<file path="src/hw/rtl/hrsf_pkg.sv">
`timescale 1ns / 1ps
// ----------------------------------------------------------------------------
// hrsf_pkg: shared types and constants
// Field layouts, register map, phase codes and timing constants of the
// hopping receiver synchronizer.
// ----------------------------------------------------------------------------
package hrsf_pkg;

  localparam int HOP_CHANNELS_DEF     = 47;
  localparam int MAX_PACKET_BYTES_DEF = 32;

  localparam int HOP_W = 6;

  localparam logic [7:0]  PKT_LEN_BYTE   = 8'h11;
  localparam logic [7:0]  MIN_RX_BYTES   = 8'd7;
  localparam logic [31:0] LATE_MS        = 32'd2;
  localparam logic [31:0] LOST_MS        = 32'd1000;
  localparam logic [31:0] SEARCH_HOP_MS  = 32'd45;
  localparam logic [31:0] SLOT_MS        = 32'd9;
  localparam logic [31:0] TX_SLOT_MS     = 32'd18;
  localparam logic [31:0] TX_DELAY_MS    = 32'd2;
  localparam logic [31:0] TX_LEN_MS      = 32'd8;
  localparam logic [31:0] BUTTON_HOLD_MS = 32'd2000;
  localparam logic [15:0] FS_DELAY_RST   = 16'd1000;
  localparam logic [1:0]  TX_SLOT        = 2'd3;

  localparam int CFG_AW = 5;
  localparam int CFG_DW = 32;

  typedef enum logic [2:0] {
    REG_BOUND     = 3'd0,
    REG_BIND_CODE = 3'd1,
    REG_FS_DELAY  = 3'd2,
    REG_FS_MODE   = 3'd3,
    REG_FS_SAVED  = 3'd4
  } reg_idx_t;

  typedef enum logic [2:0] {
    PH_WILL_RX = 3'd0,
    PH_WAIT_RX = 3'd1,
    PH_GOT_PKT = 3'd2,
    PH_PREP_TX = 3'd3,
    PH_WAIT_TX = 3'd4,
    PH_TX_DONE = 3'd5,
    PH_HOP     = 3'd6
  } phase_t;

  typedef enum logic [1:0] {
    ACT_NONE     = 2'd0,
    ACT_RX_ON    = 2'd1,
    ACT_TX_PREP  = 2'd2,
    ACT_TX_START = 2'd3
  } radio_act_t;

  typedef enum logic [1:0] {
    FS_NONE  = 2'd0,
    FS_STOP  = 2'd1,
    FS_SAVED = 2'd2
  } fs_event_t;

  typedef enum logic [1:0] {
    MODE_AUTO  = 2'd0,
    MODE_STOP  = 2'd1,
    MODE_SAVED = 2'd2
  } fs_mode_t;

  typedef struct packed {
    logic        bound;
    logic [15:0] bind_code;
    logic [15:0] failsafe_delay_ms;
    logic [1:0]  failsafe_mode;
    logic        saved_values_present;
  } cfg_t;

  typedef struct packed {
    logic [31:0] now_ms;
    logic        pkt_ready;
    logic [7:0]  rx_byte_count;
    logic [15:0] pkt_bind;
    logic [7:0]  pkt_len_byte;
    logic [7:0]  pkt_frame_counter;
    logic [7:0]  pkt_rssi;
    logic        button_held;
  } item_t;

  typedef struct packed {
    logic [1:0]       radio_action;
    logic             fifo_flush;
    logic [HOP_W-1:0] hop_channel;
    logic             toggle_antenna;
    logic             packet_accepted;
    logic [6:0]       telem_rssi;
    logic [1:0]       failsafe_event;
    logic             searching;
    logic             save_failsafe;
    logic             led_red;
    logic             led_green;
  } result_t;

endpackage

</file>
<file path="src/hw/rtl/hrsf_regs.sv">
`timescale 1ns / 1ps
// ----------------------------------------------------------------------------
// hrsf_regs: configuration registers
// APB-style register file holding bind state, bind code and failsafe setup.
// ----------------------------------------------------------------------------
module hrsf_regs (
  input  logic                          clk,
  input  logic                          rst_n,
  input  logic                          psel,
  input  logic                          penable,
  input  logic                          pwrite,
  input  logic [hrsf_pkg::CFG_AW-1:0]   paddr,
  input  logic [hrsf_pkg::CFG_DW-1:0]   pwdata,
  output logic [hrsf_pkg::CFG_DW-1:0]   prdata,
  output logic                          pready,
  output hrsf_pkg::cfg_t                cfg
);

  hrsf_pkg::cfg_t   cfg_r;
  hrsf_pkg::reg_idx_t idx;
  logic             wr_en;

  assign pready = 1'b1;
  assign idx    = hrsf_pkg::reg_idx_t'(paddr[hrsf_pkg::CFG_AW-1:2]);
  assign wr_en  = psel && penable && pwrite && pready;
  assign cfg    = cfg_r;

  always_ff @(posedge clk) begin
    if (!rst_n) begin
      cfg_r.bound                <= 1'b0;
      cfg_r.bind_code            <= 16'd0;
      cfg_r.failsafe_delay_ms    <= hrsf_pkg::FS_DELAY_RST;
      cfg_r.failsafe_mode        <= hrsf_pkg::MODE_AUTO;
      cfg_r.saved_values_present <= 1'b0;
    end else if (wr_en) begin
      unique case (idx)
        hrsf_pkg::REG_BOUND:     cfg_r.bound                <= pwdata[0];
        hrsf_pkg::REG_BIND_CODE: cfg_r.bind_code            <= pwdata[15:0];
        hrsf_pkg::REG_FS_DELAY:  cfg_r.failsafe_delay_ms    <= pwdata[15:0];
        hrsf_pkg::REG_FS_MODE:   cfg_r.failsafe_mode        <= pwdata[1:0];
        hrsf_pkg::REG_FS_SAVED:  cfg_r.saved_values_present <= pwdata[0];
        default: ;
      endcase
    end
  end

  always_comb begin
    unique case (idx)
      hrsf_pkg::REG_BOUND:     prdata = {31'd0, cfg_r.bound};
      hrsf_pkg::REG_BIND_CODE: prdata = {16'd0, cfg_r.bind_code};
      hrsf_pkg::REG_FS_DELAY:  prdata = {16'd0, cfg_r.failsafe_delay_ms};
      hrsf_pkg::REG_FS_MODE:   prdata = {30'd0, cfg_r.failsafe_mode};
      hrsf_pkg::REG_FS_SAVED:  prdata = {31'd0, cfg_r.saved_values_present};
      default:                 prdata = '0;
    endcase
  end

endmodule

</file>
<file path="src/hw/rtl/hrsf_core.sv">
`timescale 1ns / 1ps
// ----------------------------------------------------------------------------
// hrsf_core: link state and tick evaluation
// Holds the receive/transmit phase, hop and slot counters, timers, failsafe
// and button state; evaluates one tick combinationally per advance.
// ----------------------------------------------------------------------------
module hrsf_core #(
  parameter int HOP_CHANNELS     = hrsf_pkg::HOP_CHANNELS_DEF,
  parameter int MAX_PACKET_BYTES = hrsf_pkg::MAX_PACKET_BYTES_DEF
) (
  input  logic              clk,
  input  logic              rst_n,
  input  hrsf_pkg::cfg_t    cfg,
  input  hrsf_pkg::item_t   item,
  input  logic              advance,
  output hrsf_pkg::result_t res
);

  localparam int HW = hrsf_pkg::HOP_W;
  localparam logic [HW-1:0] HOP_LAST  = HW'(HOP_CHANNELS - 1);
  localparam logic [7:0]    MAX_BYTES = 8'(MAX_PACKET_BYTES);

  // (frame counter + 1) mod channel count, one entry per counter value
  logic [HW-1:0] hop_tab [256];
  for (genvar g = 0; g < 256; g++) begin : g_tab
    assign hop_tab[g] = HW'((g + 1) % HOP_CHANNELS);
  end

  hrsf_pkg::phase_t phase_r, phase_nxt;
  logic [1:0]    slot_r, slot_nxt;
  logic [HW-1:0] hop_r, hop_nxt;
  logic          search_r, search_nxt;
  logic [31:0]   last_pkt_r, last_pkt_nxt;
  logic [31:0]   next_pkt_r, next_pkt_nxt;
  logic [31:0]   last_hop_r, last_hop_nxt;
  logic [31:0]   tx_start_r, tx_start_nxt;
  logic [1:0]    fp_stage_r, fp_stage_nxt;
  logic          fs_act_r, fs_act_nxt;
  logic [31:0]   btn_start_r, btn_start_nxt;
  logic          btn_done_r, btn_done_nxt;
  logic [7:0]    rssi_r, rssi_nxt;
  logic          red_r, red_nxt;
  logic          green_r, green_nxt;
  logic [HW-1:0] held_hop_r, held_hop_nxt;
  logic [1:0]    held_slot_r, held_slot_nxt;

  logic          pkt_ok, rx_late, link_lost, search_due, tx_go, tx_end;
  logic [HW-1:0] hop_inc;
  logic [1:0]    slot_inc;
  logic          fs_fire, save_fire;
  logic [1:0]    action, event_code;
  logic          flush, toggle, accepted;

  assign pkt_ok = item.pkt_ready && (item.rx_byte_count > hrsf_pkg::MIN_RX_BYTES) &&
                  (item.rx_byte_count < MAX_BYTES) && (item.pkt_bind == cfg.bind_code) &&
                  (item.pkt_len_byte == hrsf_pkg::PKT_LEN_BYTE);
  assign rx_late    = item.now_ms > (next_pkt_r + hrsf_pkg::LATE_MS);
  assign link_lost  = item.now_ms > (last_pkt_r + hrsf_pkg::LOST_MS);
  assign search_due = item.now_ms > (last_hop_r + hrsf_pkg::SEARCH_HOP_MS);
  assign tx_go      = item.now_ms > tx_start_r;
  assign tx_end     = item.now_ms > (tx_start_r + hrsf_pkg::TX_LEN_MS);
  assign hop_inc    = (hop_r == HOP_LAST) ? '0 : hop_r + 1'b1;
  assign slot_inc   = slot_r + 2'd1;

  // next state
  always_comb begin
    phase_nxt     = phase_r;
    slot_nxt      = slot_r;
    hop_nxt       = hop_r;
    search_nxt    = search_r;
    last_pkt_nxt  = last_pkt_r;
    next_pkt_nxt  = next_pkt_r;
    last_hop_nxt  = last_hop_r;
    tx_start_nxt  = tx_start_r;
    fp_stage_nxt  = fp_stage_r;
    fs_act_nxt    = fs_act_r;
    btn_start_nxt = btn_start_r;
    btn_done_nxt  = btn_done_r;
    rssi_nxt      = rssi_r;
    red_nxt       = red_r;
    green_nxt     = green_r;
    held_hop_nxt  = held_hop_r;
    held_slot_nxt = held_slot_r;
    fs_fire       = 1'b0;
    save_fire     = 1'b0;

    unique case (phase_r)
      hrsf_pkg::PH_WILL_RX: phase_nxt = hrsf_pkg::PH_WAIT_RX;
      hrsf_pkg::PH_WAIT_RX: begin
        if (pkt_ok) begin
          held_hop_nxt  = hop_tab[item.pkt_frame_counter];
          held_slot_nxt = item.pkt_frame_counter[1:0] + 2'd1;
          phase_nxt     = hrsf_pkg::PH_GOT_PKT;
        end else if (!search_r) begin
          // missed packet: advance as if it had arrived
          if (rx_late) begin
            hop_nxt      = hop_inc;
            slot_nxt     = slot_inc;
            last_hop_nxt = next_pkt_r;
            if (slot_inc == hrsf_pkg::TX_SLOT) begin
              next_pkt_nxt = next_pkt_r + hrsf_pkg::TX_SLOT_MS;
              phase_nxt    = hrsf_pkg::PH_PREP_TX;
            end else begin
              next_pkt_nxt = next_pkt_r + hrsf_pkg::SLOT_MS;
              phase_nxt    = hrsf_pkg::PH_WILL_RX;
            end
          end
          if (link_lost) begin
            search_nxt = 1'b1;
          end
        end else begin
          red_nxt = 1'b1;
          if (fp_stage_r > 2'd1) begin
            green_nxt = 1'b0;
          end
          if (search_due) begin
            hop_nxt      = hop_inc;
            slot_nxt     = 2'd0;
            last_hop_nxt = item.now_ms;
            phase_nxt    = hrsf_pkg::PH_WILL_RX;
          end
        end
      end
      hrsf_pkg::PH_GOT_PKT: begin
        last_pkt_nxt = item.now_ms;
        last_hop_nxt = item.now_ms;
        hop_nxt      = held_hop_r;
        slot_nxt     = held_slot_r;
        search_nxt   = 1'b0;
        fs_act_nxt   = 1'b0;
        red_nxt      = 1'b0;
        green_nxt    = 1'b1;
        rssi_nxt     = item.pkt_rssi;
        if (held_slot_r == hrsf_pkg::TX_SLOT) begin
          next_pkt_nxt = item.now_ms + hrsf_pkg::TX_SLOT_MS;
          phase_nxt    = hrsf_pkg::PH_PREP_TX;
        end else begin
          next_pkt_nxt = item.now_ms + hrsf_pkg::SLOT_MS;
          phase_nxt    = hrsf_pkg::PH_WILL_RX;
        end
        if (fp_stage_r == 2'd0) begin
          fp_stage_nxt = 2'd1;
        end
      end
      hrsf_pkg::PH_PREP_TX: begin
        tx_start_nxt = last_hop_r + hrsf_pkg::TX_DELAY_MS;
        last_hop_nxt = last_hop_r + hrsf_pkg::SLOT_MS;
        phase_nxt    = hrsf_pkg::PH_WAIT_TX;
      end
      hrsf_pkg::PH_WAIT_TX: begin
        if (tx_go) begin
          phase_nxt = hrsf_pkg::PH_TX_DONE;
        end
      end
      hrsf_pkg::PH_TX_DONE: begin
        if (tx_end) begin
          phase_nxt = hrsf_pkg::PH_HOP;
        end
      end
      hrsf_pkg::PH_HOP: begin
        hop_nxt   = hop_inc;
        slot_nxt  = 2'd0;
        phase_nxt = hrsf_pkg::PH_WILL_RX;
      end
      default: phase_nxt = hrsf_pkg::PH_WILL_RX;
    endcase

    if (fp_stage_nxt == 2'd1) begin
      fp_stage_nxt = 2'd2;
    end

    if ((fp_stage_nxt != 2'd0) && !fs_act_nxt &&
        ((item.now_ms - last_pkt_nxt) > {16'd0, cfg.failsafe_delay_ms})) begin
      fs_act_nxt = 1'b1;
      fs_fire    = 1'b1;
    end

    if ((fp_stage_nxt != 2'd0) && !fs_act_nxt && !btn_done_nxt) begin
      if (item.button_held && (btn_start_r == 32'd0)) begin
        btn_start_nxt = item.now_ms;
      end else if (item.button_held &&
                   ((item.now_ms - btn_start_r) > hrsf_pkg::BUTTON_HOLD_MS)) begin
        btn_done_nxt = 1'b1;
        save_fire    = 1'b1;
        red_nxt      = 1'b0;
      end
    end

    if (!item.button_held) begin
      btn_start_nxt = 32'd0;
      btn_done_nxt  = 1'b0;
    end
  end

  // tick outputs
  always_comb begin
    action   = hrsf_pkg::ACT_NONE;
    flush    = 1'b0;
    toggle   = 1'b0;
    accepted = 1'b0;
    unique case (phase_r)
      hrsf_pkg::PH_WILL_RX: action = hrsf_pkg::ACT_RX_ON;
      hrsf_pkg::PH_WAIT_RX: begin
        flush  = item.pkt_ready;
        toggle = !pkt_ok && (search_r ? search_due : rx_late);
      end
      hrsf_pkg::PH_GOT_PKT: begin
        toggle   = 1'b1;
        accepted = 1'b1;
      end
      hrsf_pkg::PH_PREP_TX: action = hrsf_pkg::ACT_TX_PREP;
      hrsf_pkg::PH_WAIT_TX: begin
        if (tx_go) begin
          action = hrsf_pkg::ACT_TX_START;
        end
      end
      default: ;
    endcase

    priority if (!fs_fire) begin
      event_code = hrsf_pkg::FS_NONE;
    end else if (cfg.failsafe_mode == hrsf_pkg::MODE_AUTO) begin
      event_code = cfg.saved_values_present ? hrsf_pkg::FS_SAVED : hrsf_pkg::FS_STOP;
    end else if (cfg.failsafe_mode == hrsf_pkg::MODE_SAVED) begin
      event_code = hrsf_pkg::FS_SAVED;
    end else begin
      event_code = hrsf_pkg::FS_STOP;
    end
  end

  always_comb begin
    if (cfg.bound) begin
      res.radio_action    = action;
      res.fifo_flush      = flush;
      res.hop_channel     = hop_nxt;
      res.toggle_antenna  = toggle;
      res.packet_accepted = accepted;
      res.telem_rssi      = rssi_nxt[6:0];
      res.failsafe_event  = event_code;
      res.searching       = search_nxt;
      res.save_failsafe   = save_fire;
      res.led_red         = red_nxt;
      res.led_green       = green_nxt;
    end else begin
      res.radio_action    = hrsf_pkg::ACT_NONE;
      res.fifo_flush      = 1'b0;
      res.hop_channel     = hop_r;
      res.toggle_antenna  = 1'b0;
      res.packet_accepted = 1'b0;
      res.telem_rssi      = rssi_r[6:0];
      res.failsafe_event  = hrsf_pkg::FS_NONE;
      res.searching       = search_r;
      res.save_failsafe   = 1'b0;
      res.led_red         = red_r;
      res.led_green       = green_r;
    end
  end

  always_ff @(posedge clk) begin
    if (!rst_n) begin
      phase_r     <= hrsf_pkg::PH_WILL_RX;
      slot_r      <= 2'd0;
      hop_r       <= '0;
      search_r    <= 1'b1;
      last_pkt_r  <= 32'd0;
      next_pkt_r  <= 32'd200;
      last_hop_r  <= 32'd0;
      tx_start_r  <= 32'd0;
      fp_stage_r  <= 2'd0;
      fs_act_r    <= 1'b0;
      btn_start_r <= 32'd0;
      btn_done_r  <= 1'b0;
      rssi_r      <= 8'd0;
      red_r       <= 1'b0;
      green_r     <= 1'b0;
      held_hop_r  <= hop_tab[0];
      held_slot_r <= 2'd1;
    end else if (advance && cfg.bound) begin
      phase_r     <= phase_nxt;
      slot_r      <= slot_nxt;
      hop_r       <= hop_nxt;
      search_r    <= search_nxt;
      last_pkt_r  <= last_pkt_nxt;
      next_pkt_r  <= next_pkt_nxt;
      last_hop_r  <= last_hop_nxt;
      tx_start_r  <= tx_start_nxt;
      fp_stage_r  <= fp_stage_nxt;
      fs_act_r    <= fs_act_nxt;
      btn_start_r <= btn_start_nxt;
      btn_done_r  <= btn_done_nxt;
      rssi_r      <= rssi_nxt;
      red_r       <= red_nxt;
      green_r     <= green_nxt;
      held_hop_r  <= held_hop_nxt;
      held_slot_r <= held_slot_nxt;
    end
  end

endmodule

</file>
<file path="src/hw/rtl/hopping_receiver_sync_failsafe.sv">
`timescale 1ns / 1ps
// ----------------------------------------------------------------------------
// hopping_receiver_sync_failsafe: hop receiver synchronizer with failsafe
// Each input transaction is one loop tick (time, radio packet status, button
// level); each result transaction carries the radio action, antenna switch,
// hop channel, failsafe event, save request, lamps and telemetry RSSI.
//
// Usage:
// - Input channel in_valid/in_stall/in_data, result channel
//   out_valid/out_stall/out_data. A transaction moves when valid is high and
//   stall is low. Every tick gives exactly one result.
// - A tick accepted into the input register passes the tick logic into the
//   result register and leaves from there: input register, then result
//   register. One tick is accepted per cycle while the receiver does not
//   stall.
// - When the receiver stalls, the result register holds and the input
//   register fills; in_stall then rises until the result is taken.
// - Reset (rst_n low, synchronous) clears both registers and sets the link
//   to search mode with default timers and a 1000 ms failsafe delay.
// - Write configuration through the APB port only while no tick is pending.
// ----------------------------------------------------------------------------
module hopping_receiver_sync_failsafe #(
  parameter int HOP_CHANNELS     = hrsf_pkg::HOP_CHANNELS_DEF,
  parameter int MAX_PACKET_BYTES = hrsf_pkg::MAX_PACKET_BYTES_DEF
) (
  input  logic                        clk,
  input  logic                        rst_n,
  input  logic                        in_valid,
  output logic                        in_stall,
  input  hrsf_pkg::item_t             in_data,
  output logic                        out_valid,
  input  logic                        out_stall,
  output hrsf_pkg::result_t           out_data,
  input  logic                        psel,
  input  logic                        penable,
  input  logic                        pwrite,
  input  logic [hrsf_pkg::CFG_AW-1:0] paddr,
  input  logic [hrsf_pkg::CFG_DW-1:0] pwdata,
  output logic [hrsf_pkg::CFG_DW-1:0] prdata,
  output logic                        pready
);

  hrsf_pkg::cfg_t    cfg;
  hrsf_pkg::item_t   in_r;
  logic              in_v_r;
  hrsf_pkg::result_t res;
  hrsf_pkg::result_t out_r;
  logic              out_v_r;
  logic              adv;

  hrsf_regs u_regs (
    .clk     (clk),
    .rst_n   (rst_n),
    .psel    (psel),
    .penable (penable),
    .pwrite  (pwrite),
    .paddr   (paddr),
    .pwdata  (pwdata),
    .prdata  (prdata),
    .pready  (pready),
    .cfg     (cfg)
  );

  hrsf_core #(
    .HOP_CHANNELS     (HOP_CHANNELS),
    .MAX_PACKET_BYTES (MAX_PACKET_BYTES)
  ) u_core (
    .clk     (clk),
    .rst_n   (rst_n),
    .cfg     (cfg),
    .item    (in_r),
    .advance (adv),
    .res     (res)
  );

  // move a tick forward when the result slot is free or being drained
  assign adv       = in_v_r && (!out_v_r || !out_stall);
  assign in_stall  = in_v_r && !adv;
  assign out_valid = out_v_r;
  assign out_data  = out_r;

  always_ff @(posedge clk) begin
    if (!rst_n) begin
      in_v_r <= 1'b0;
    end else if (!in_stall) begin
      in_v_r <= in_valid;
    end
  end

  always_ff @(posedge clk) begin
    if (!in_stall && in_valid) begin
      in_r <= in_data;
    end
  end

  always_ff @(posedge clk) begin
    if (!rst_n) begin
      out_v_r <= 1'b0;
    end else if (adv) begin
      out_v_r <= 1'b1;
    end else if (!out_stall) begin
      out_v_r <= 1'b0;
    end
  end

  always_ff @(posedge clk) begin
    if (adv) begin
      out_r <= res;
    end
  end

endmodule

</file>
<file path="config.mk">
export PLATFORM = sky130hd
export DESIGN_NAME = hopping_receiver_sync_failsafe
export DESIGN_NICKNAME = d
export VERILOG_FILES = /design/src/hw/rtl/hrsf_pkg.sv /design/src/hw/rtl/hrsf_regs.sv /design/src/hw/rtl/hrsf_core.sv /design/src/hw/rtl/hopping_receiver_sync_failsafe.sv
export SDC_FILE = /design/constraint.sdc
export NUM_CORES = 1
export LEC_CHECK = 0
export ABC_AREA = 0
export BUFFER_PORTS_ARGS = -buffer_cell sky130_fd_sc_hd__buf_4
export CAP_MARGIN = 5
export CORE_ASPECT_RATIO = 0.5
export CORE_UTILIZATION = 40
export DETAILED_ROUTE_END_ITERATION = 8
export PLACE_DENSITY_LB_ADDON = 0.3
export SYNTH_ARGS = -nofsm -noshare
export SYNTH_HDL_FRONTEND = slang
export SYNTH_SLANG_ARGS = --single-unit
</file>
<file path="constraint.sdc">
create_clock -name clk -period 11.65 [get_ports clk]
set_input_delay 2.9125 -clock clk [delete_from_list [all_inputs] [get_ports clk]]
set_output_delay 2.9125 -clock clk [all_outputs]
set_load 0.01 [all_outputs]
</file>
==> results of run 1 <==
sequential cells by signal, indices dropped and copies added, names as in the netlist, 2 cells and up:
name / count
u_core.rssi_r: 7
in_r: 78
u_core.phase_r: 3
u_core.last_pkt_r: 32
u_core.held_hop_r: 6
u_core.slot_r: 2
u_core.btn_start_r: 32
out_data: 24
u_core.fp_stage_r: 2
u_core.last_hop_r: 32
u_core.next_pkt_r: 32
u_regs.cfg: 36
u_core.tx_start_r: 32
u_core.held_slot_r: 2
u_core.hop_r: 6
final cells by class:
cell class / count / area share, %
Clock buffer: 48 / 3.23
Clock inverter: 19 / 0.623
Inverter: 140 / 1.71
Multi-Input combinational cell: 2859 / 60.8
Sequential cell: 333 / 24.8
Tap cell: 945 / 3.82
Timing Repair Buffer: 203 / 4.93
power breakdown:
group          leakage [nW]  switching [mW]  internal (mW)  total [mW]
Combinational          7.79           0.280          0.175       0.454
Sequential             2.85          0.0176           1.22        1.23
Clock                 0.578           0.528          0.677        1.20
Total                  11.2           0.825           2.07        2.89
routing by layer:
layer | GRT usage, % | part of all wire (%) | routed length [um]
met3 | 3.91 | 7.1 | 6700
met1 | 35.8 | 45 | 42300
met2 | 41.0 | 44 | 41700
met5 | 0 | 0 | 0
met4 | 9.32 | 3.5 | 3330
cell usage in the layout (no fill, tap or decap), types with 19 or more instances in the layout:
cell type  instances
a211oi_1          85
or2_2             19
nand4_1          101
nand2b_1          36
nand2_1          375
a21o_1            72
mux2i_1           42
o21a_1            70
edfxtp_1         102
dfxtp_1          231
a31oi_1           37
ha_1             247
buf_4            203
o21ai_0          165
o211ai_1          37
xnor2_1          127
inv_1            137
nor4_1            34
nand3_1          111
and3_1            44
nor2_1           319
a21oi_1          299
a22oi_1           40
nor2b_1           42
xor2_1           109
nor3_1            90
and2_1            48
clkbuf_16         38
worst reg2reg max path: stages (launching register included):
cell	delay [ps]
dfxtp_1	530
nor3b_4	580
buf_4	470
buf_4	630
nand2_1	290
o311a_1	190
o21ai_1	390
nand3_1	220
a21oi_1	240
xnor2_1	130
ha_1	310
nand2_1	60
nor2_1	150
nand4_1	130
nor3_1	280
o211a_1	220
nand2b_1	50
or4b_1	470
nor4bb_1	460
nand4b_1	540
a311o_1	550
nor2_1	120
cell families after synthesis:
kind of cell             after synthesis  synth area share (%)
flip-flops                           333                  27.4
other                                  2                0.0268
adder cells (fa/ha/maj)              250                  11.2
AND/OR/NAND/NOR                     1305                  22.6
buffers and inverters                393                  5.72
AO/OA/AOI/OAI                        992                  23.3
multiplexers                          59                  2.34
XOR/XNOR                             236                  7.38
worst max path at each step:
stage	from	endpoint	slack, ps	cells past startpoint
2_1_floorplan	out_stall	in_r[0]$_DFFE_PP_	4520	2
3_3_place_gp	paddr[3]	prdata[8]	4110	5
3_5_place_dp	paddr[3]	prdata[8]	4100	5
4_1_cts	paddr[3]	prdata[8]	4090	5
5_1_grt	paddr[3]	prdata[8]	4000	5
6_report	paddr[3]	prdata[8]	4100	5
per-stage QoR:
| step | util [%] | hold slack, ps | total power [mW] | setup WS (ps) | area (um^2) |
|---|---|---|---|---|---|
| after CTS | 44.8 | 456 | 2.91 | 4090 | 30900 |
| after detailed placement | 43.1 | 447 | 1.71 | 4100 | 29700 |
| after global routing | 44.8 | 473 | 3.01 | 4000 | 30900 |
| after floorplan | - | 432 | 1.55 | 4520 | 28100 |
| final | 44.8 | 454 | 2.89 | 4100 | 30900 |
| after global placement | 43.1 | 438 | 1.70 | 4110 | 29700 |
==> results.md, run 1 <==
* Layout area overhead at 10.4%
* Die height at 189 um
* Routed via count at 27.0k
* Min Tclk post-route at 7550 ps
* Post-cts resize count at 0
* Synth unique cells at roughly 110
* # DRC at 0
* Final net count at 3948
* Critical path, cell by cell: buf_4 -> nor2b_1 -> a22oi_1 -> nor2_1 -> buf_4
* Slew headroom at 15.0%
* Slew @ Worst Pin at 1270 ps
* Synth warnings at 0
* Largest net degree at the start of global routing at 77
* DP Wirelength at 69700 um
* Clock skew at about 46 ps
* Clock slew at reported path FFs at 60 ps
* Synth async-reset ratio at 0%
* Iteration-0 DRC Markers at 2282
* Hold Crit Class: reg2reg
* Largest cells by area after synthesis: dfxtp_1 17%, ha_1 11%, edfxtp_1 11%
* Max Fclk at 132 MHz
* Depth of the CTS H-tree at 2
* Leak at between 10 and 15 nW
* Synthesized area at 28000 um^2
* PortBufs at about 150
* Vias per cell at 5.93
* Skew-Pair Late Insertion Delay at a little under 600 ps
* WHS Endpoint: u_core.rssi_r[0]$_SDFFE_PN0P_
* CP Class: in2out
* Worst hold path stage count at 2
* Num CTS Buffers at 37
* Core area at 69100 um^2
* Max FO, Critical Path at 17
* Post-synthesis sequential area ratio at 27.4%
* # IOs at 185
* Reg2Reg Setup Slack at 4510 ps
* WP data arrival at around 4600 ps
* Slew Viols, Final at 0
* CP max stage delay at 950 ps
* Fin cells at 4547
* Seq cells post-synth at 333
* Hold Fails Final Rpt at 0
* CTS Hold Buffers Added at 0
* Setup crit end kind: output pin
* Die Area at 71200 um^2
* Fraction of layout cells with a size suffix above 1 at 9.24%
* All-layer global routing usage at 25.9%
* Power per cell area at 93.5 nW/um^2
* Initial core utilization at slightly above 40%
* CP max stage cell: nor2b_1
* CP Buf/Inv Count at 2
* Clk buf depth at 3
* Status: finished clean
* Wire per inst at 20.7 um
* Initial antenna violation count at 0
* Row cnt at 68
* Fillers at 6960
* Clock sink count at 333
* Post-route ant nets at 0
* Crit path required time at 8740 ps
* Reg2reg start: u_core.phase_r[1]$_SDFFE_PN0P_
* Post-synth top cells: 375 x nand2_1, 321 x nor2_1, 300 x a21oi_1
* Reg2Reg Depth at 21
* Drt total wl at ~94000 um
* Top FF cell, synth: dfxtp_1
* Die X at around 380 um
* Cell mode on critical path: buf_4
* Final worst-path cycle share at 64.8%
* N_diodes at 0
* Post-synth EDFFs at approximately 100
* Post-Synthesis Cells at between 3k and 4k
* RSZ-0062 raised after global routing: no
* CTS tree: done
* Worst vdd ir at around 100 uV
* Final setup TNS at 0 ps
* DR pass1 iterations at 5
* CTS root buf: clkbuf_16
* CP top delay family: simple AND/OR/NAND/NOR gates
* Max Cap Viol at 0
* Post-synth top area share at 16.5%
* CP startpoint kind: primary input
* Final Setup Violations at 0
* Register Area at 7690 um^2
* Number of global-route vias before repair at 25.2k
* Count leader, synth: nand2_1
* Largest area contributor in the netlist: dfxtp_1
* Multi-input gate area at 18800 um^2
* Total grt overflow at 0
* Reg-to-Reg End: out_data[2]$_SDFFCE_PP0P_
* Hold Startpoint: u_core.rssi_r[0]$_SDFFE_PN0P_
* First-pass GRT wire length at 147000 um
* Post-Place Cells at 4480
* Postcts setup bufs at 0
* Mean Syn Cell Area at 7.85 um^2
* Final GP Congestion at about 0.94
Power figures use the tool's default switching activity.
==> run 2: changes to the inputs <==
- clock period: 11.65 -> 6.46 ns (I/O delays scaled with it)
==> results.md, run 2 (synthesized netlist as in run 1, its figures left out) <==
* Routed via count at 27.1k (was 27.0k)
* Crit path required time at 6930 ps (was 8740 ps)
* CP max stage cell: or3b_2 (was nor2b_1)
* Total grt overflow at 0 (unchanged)
* Die height at 189 um (unchanged)
* Final setup TNS at 0 ps (unchanged)
* Reg2Reg Setup Slack at 320 ps (was 4510 ps)
* Pint at 3.91 mW (was 2.07 mW)
* Core area at 69100 um^2 (unchanged)
* Vias per cell at 5.92 (was 5.93)
* Leak at 11.4 nW (was 11.2 nW)
* Max Cap Viol at 0 (unchanged)
* DR pass1 iterations at 5 (unchanged)
* Most frequent cells in the layout: 375 x nand2_1, 319 x nor2_1, 299 x a21oi_1 (unchanged)
* M2 GR Usage at 41.0% (about the same)
* Largest net degree at the start of global routing at 93 (was 77)
* Die X at 376 um (unchanged)
* Clk buf depth at 3 (unchanged)
* Row cnt at 68 (unchanged)
* Most common cell after layout, fill and taps aside: nand2_1 (unchanged)
* Final worst-path cycle share at 95.0%
* All-layer global routing usage at 25.9% (about the same)
* Clock sink count at 333 (unchanged)
* Setup crit end kind: flop (was output pin)
* Slew @ Worst Pin at 1220 ps (was 1270 ps)
* Fillers at 6885 (was 6960)
* Busiest grt layer: met2 (unchanged)
* Post-route ant nets at 0 (unchanged)
* GRT met3 Usage at 4.45% (was 3.91%)
* CP Class: reg2reg (was in2out)
* Initial antenna violation count at 3 (was 0)
* Clock skew at 61.8 ps (was 45.7 ps)
* Fraction of layout cells with a size suffix above 1 at 10.0% (was 9.24%)
* DP Wirelength at 72300 um (was 69700 um)
* Comb power frac at 14.5% (was 15.7%)
* Die Area at 71200 um^2 (unchanged)
* Critical path, cell by cell: or3b_2 -> nand2_1 -> o21ai_0 -> ha_1 -> inv_1 -> ha_1 -> a211oi_2 -> or2_2 -> maj3_1 -> nor3_1 -> a211o_1 -> ha_1 -> nand4_1 -> o22ai_1 -> a2111oi_1 -> o31a_1 -> o211a_1 -> nand2b_1 -> or4b_1 -> nor4bb_1 -> nand4b_1 -> a311o_1 -> nor2_1 (was buf_4 -> nor2b_1 -> a22oi_1 -> nor2_1 -> buf_4)
* Design area at 31300 um^2 (was 30900 um^2)
* Max Fclk at 163 MHz
* Iteration-0 DRC Markers at 2384 (was 2282)
* PortBufs at 145 (unchanged)
* CP startpoint kind: flop (was primary input)
* CP Buf/Inv Count at 1 (was 2)
* Largest register FFs at 78 (unchanged)
* Flop pwr share at 41.4% (was 42.7%)
* Cell mode on critical path: ha_1 (was buf_4)
* Switching share of total power at 28.3% (was 28.5%)
* Slew headroom at 18.9% (was 15.0%)
* RSZ-0062 raised after global routing: no (unchanged)
* Worst vdd ir at 174 uV (was 98.3 uV)
* CTS root buf: clkbuf_16 (unchanged)
* CTS tree: done (unchanged)
* Final GP Congestion at 0.996 (was 0.941)
* CP max stage delay at 530 ps (was 950 ps)
* Status: finished clean (unchanged)
* Top reg by flops: in_r (unchanged)
* Max FO, Critical Path at 7 (was 17)
* Hold Fails Final Rpt at 0 (unchanged)
* Hold Crit Class: reg2reg (unchanged)
* Final net count at 3971 (was 3948)
* # DRC at 0 (unchanged)
* Number of global-route vias before repair at 25.4k (was 25.2k)
* Wire per inst at 20.8 um (was 20.7 um)
* Min Tclk post-route at 6140 ps
* Initial core utilization at 40.6% (unchanged)
* Clock power share at 44.1% (was 41.6%)
* Layout area overhead at 11.8% (was 10.4%)
* Clock slew at reported path FFs at 70 ps (was 60 ps)
* M1 GR Usage at 35.8% (about the same)
* CP top delay family: simple AND/OR/NAND/NOR gates (unchanged)
* # IOs at 185 (unchanged)
* Depth of the CTS H-tree at 2 (unchanged)
* First-pass GRT wire length at 146000 um (was 147000 um)
* Power per cell area at 174 nW/um^2 (was 93.5 nW/um^2)
* Multi-input gate area at 18800 um^2 (about the same)
* Skew-Pair Late Insertion Delay at 620 ps (was 590 ps)
* WP data arrival at 6610 ps (was 4640 ps)
* Drt total wl at 95000 um (was 94000 um)
* P_sw at 1.55 mW (was 0.825 mW)
* Final Setup Violations at 0 (unchanged)
* Slew Viols, Final at 0 (unchanged)
* Num CTS Buffers at 37 (unchanged)
* DP Area at 29900 um^2 (was 29700 um^2)
* Register Area at 7690 um^2 (unchanged)
==> run 2: area by class of cell <==
| type | count | area share [%] |
|---|---|---|
| Multi-Input combinational cell | 2859 | 60.1 |
| Sequential cell | 333 | 24.5 |
| Timing Repair Buffer | 226 | 5.55 |
| Tap cell | 945 | 3.78 |
| Clock buffer | 44 | 3.17 |
| Inverter | 140 | 1.69 |
| Clock inverter | 23 | 1.13 |
| Antenna cell | 1 | 0.00799 |
==> run 2: final timing paths <==
check	from	endpoint	depth (start not counted)
min	u_core.rssi_r[5]$_SDFFE_PN0P_	u_core.rssi_r[5]$_SDFFE_PN0P_	2
max	u_core.phase_r[2]$_SDFFE_PN0P_	out_data[2]$_SDFFCE_PP0P_	23
max reg2reg	u_core.phase_r[2]$_SDFFE_PN0P_	out_data[2]$_SDFFCE_PP0P_	23
min reg2reg	u_core.rssi_r[5]$_SDFFE_PN0P_	u_core.rssi_r[5]$_SDFFE_PN0P_	2
==> run 2: through the flow <==
step / setup slack [ps] / utilization, % / cells / total power, mW / hold slack, ps
floorplan: 623 / - / 3585 / 2.79 / 432
global placement: 461 / 43.3 / 4502 / 3.07 / 438
detailed placement: 333 / 43.3 / 4502 / 3.08 / 447
CTS: 250 / 45.3 / 4569 / 5.49 / 456
global route: 51.5 / 45.3 / 4570 / 5.66 / 483
finish: 324 / 45.3 / 4571 / 5.46 / 454
==> run 2: worst min-delay path, stage by stage, from the launching register on <==
cell	delay [ps]
dfxtp_1	310
nand2_1	50
a21oi_1	50
==> run 2: timing repair <==
| action | 4_1_cts | 5_1_grt |
|---|---|---|
| hold endpoints to repair | 0 | 0 |
| setup buffers | 0 | 1 |
| setup endpoints to repair | 0 | 34 |
| resized for setup | 0 | 3 |
| hold buffers | 0 | 0 |
==> run 2: routing by layer <==
metal  share of wire (%)  routed length [um]
met1                  46               43500
met2                  44               41500
met3                 7.4                7050
met4                 3.2                3000
met5                   0                   0
==> run 2: power groups by stage <==
stage / Clock, mW / Sequential (mW) / Combinational [mW]
after floorplan: 0 / 2.28 / 0.514
after global placement: 0 / 2.30 / 0.767
after detailed placement: 0 / 2.30 / 0.778
after CTS: 2.45 / 2.26 / 0.782
after global routing: 2.53 / 2.26 / 0.871
final: 2.40 / 2.26 / 0.793
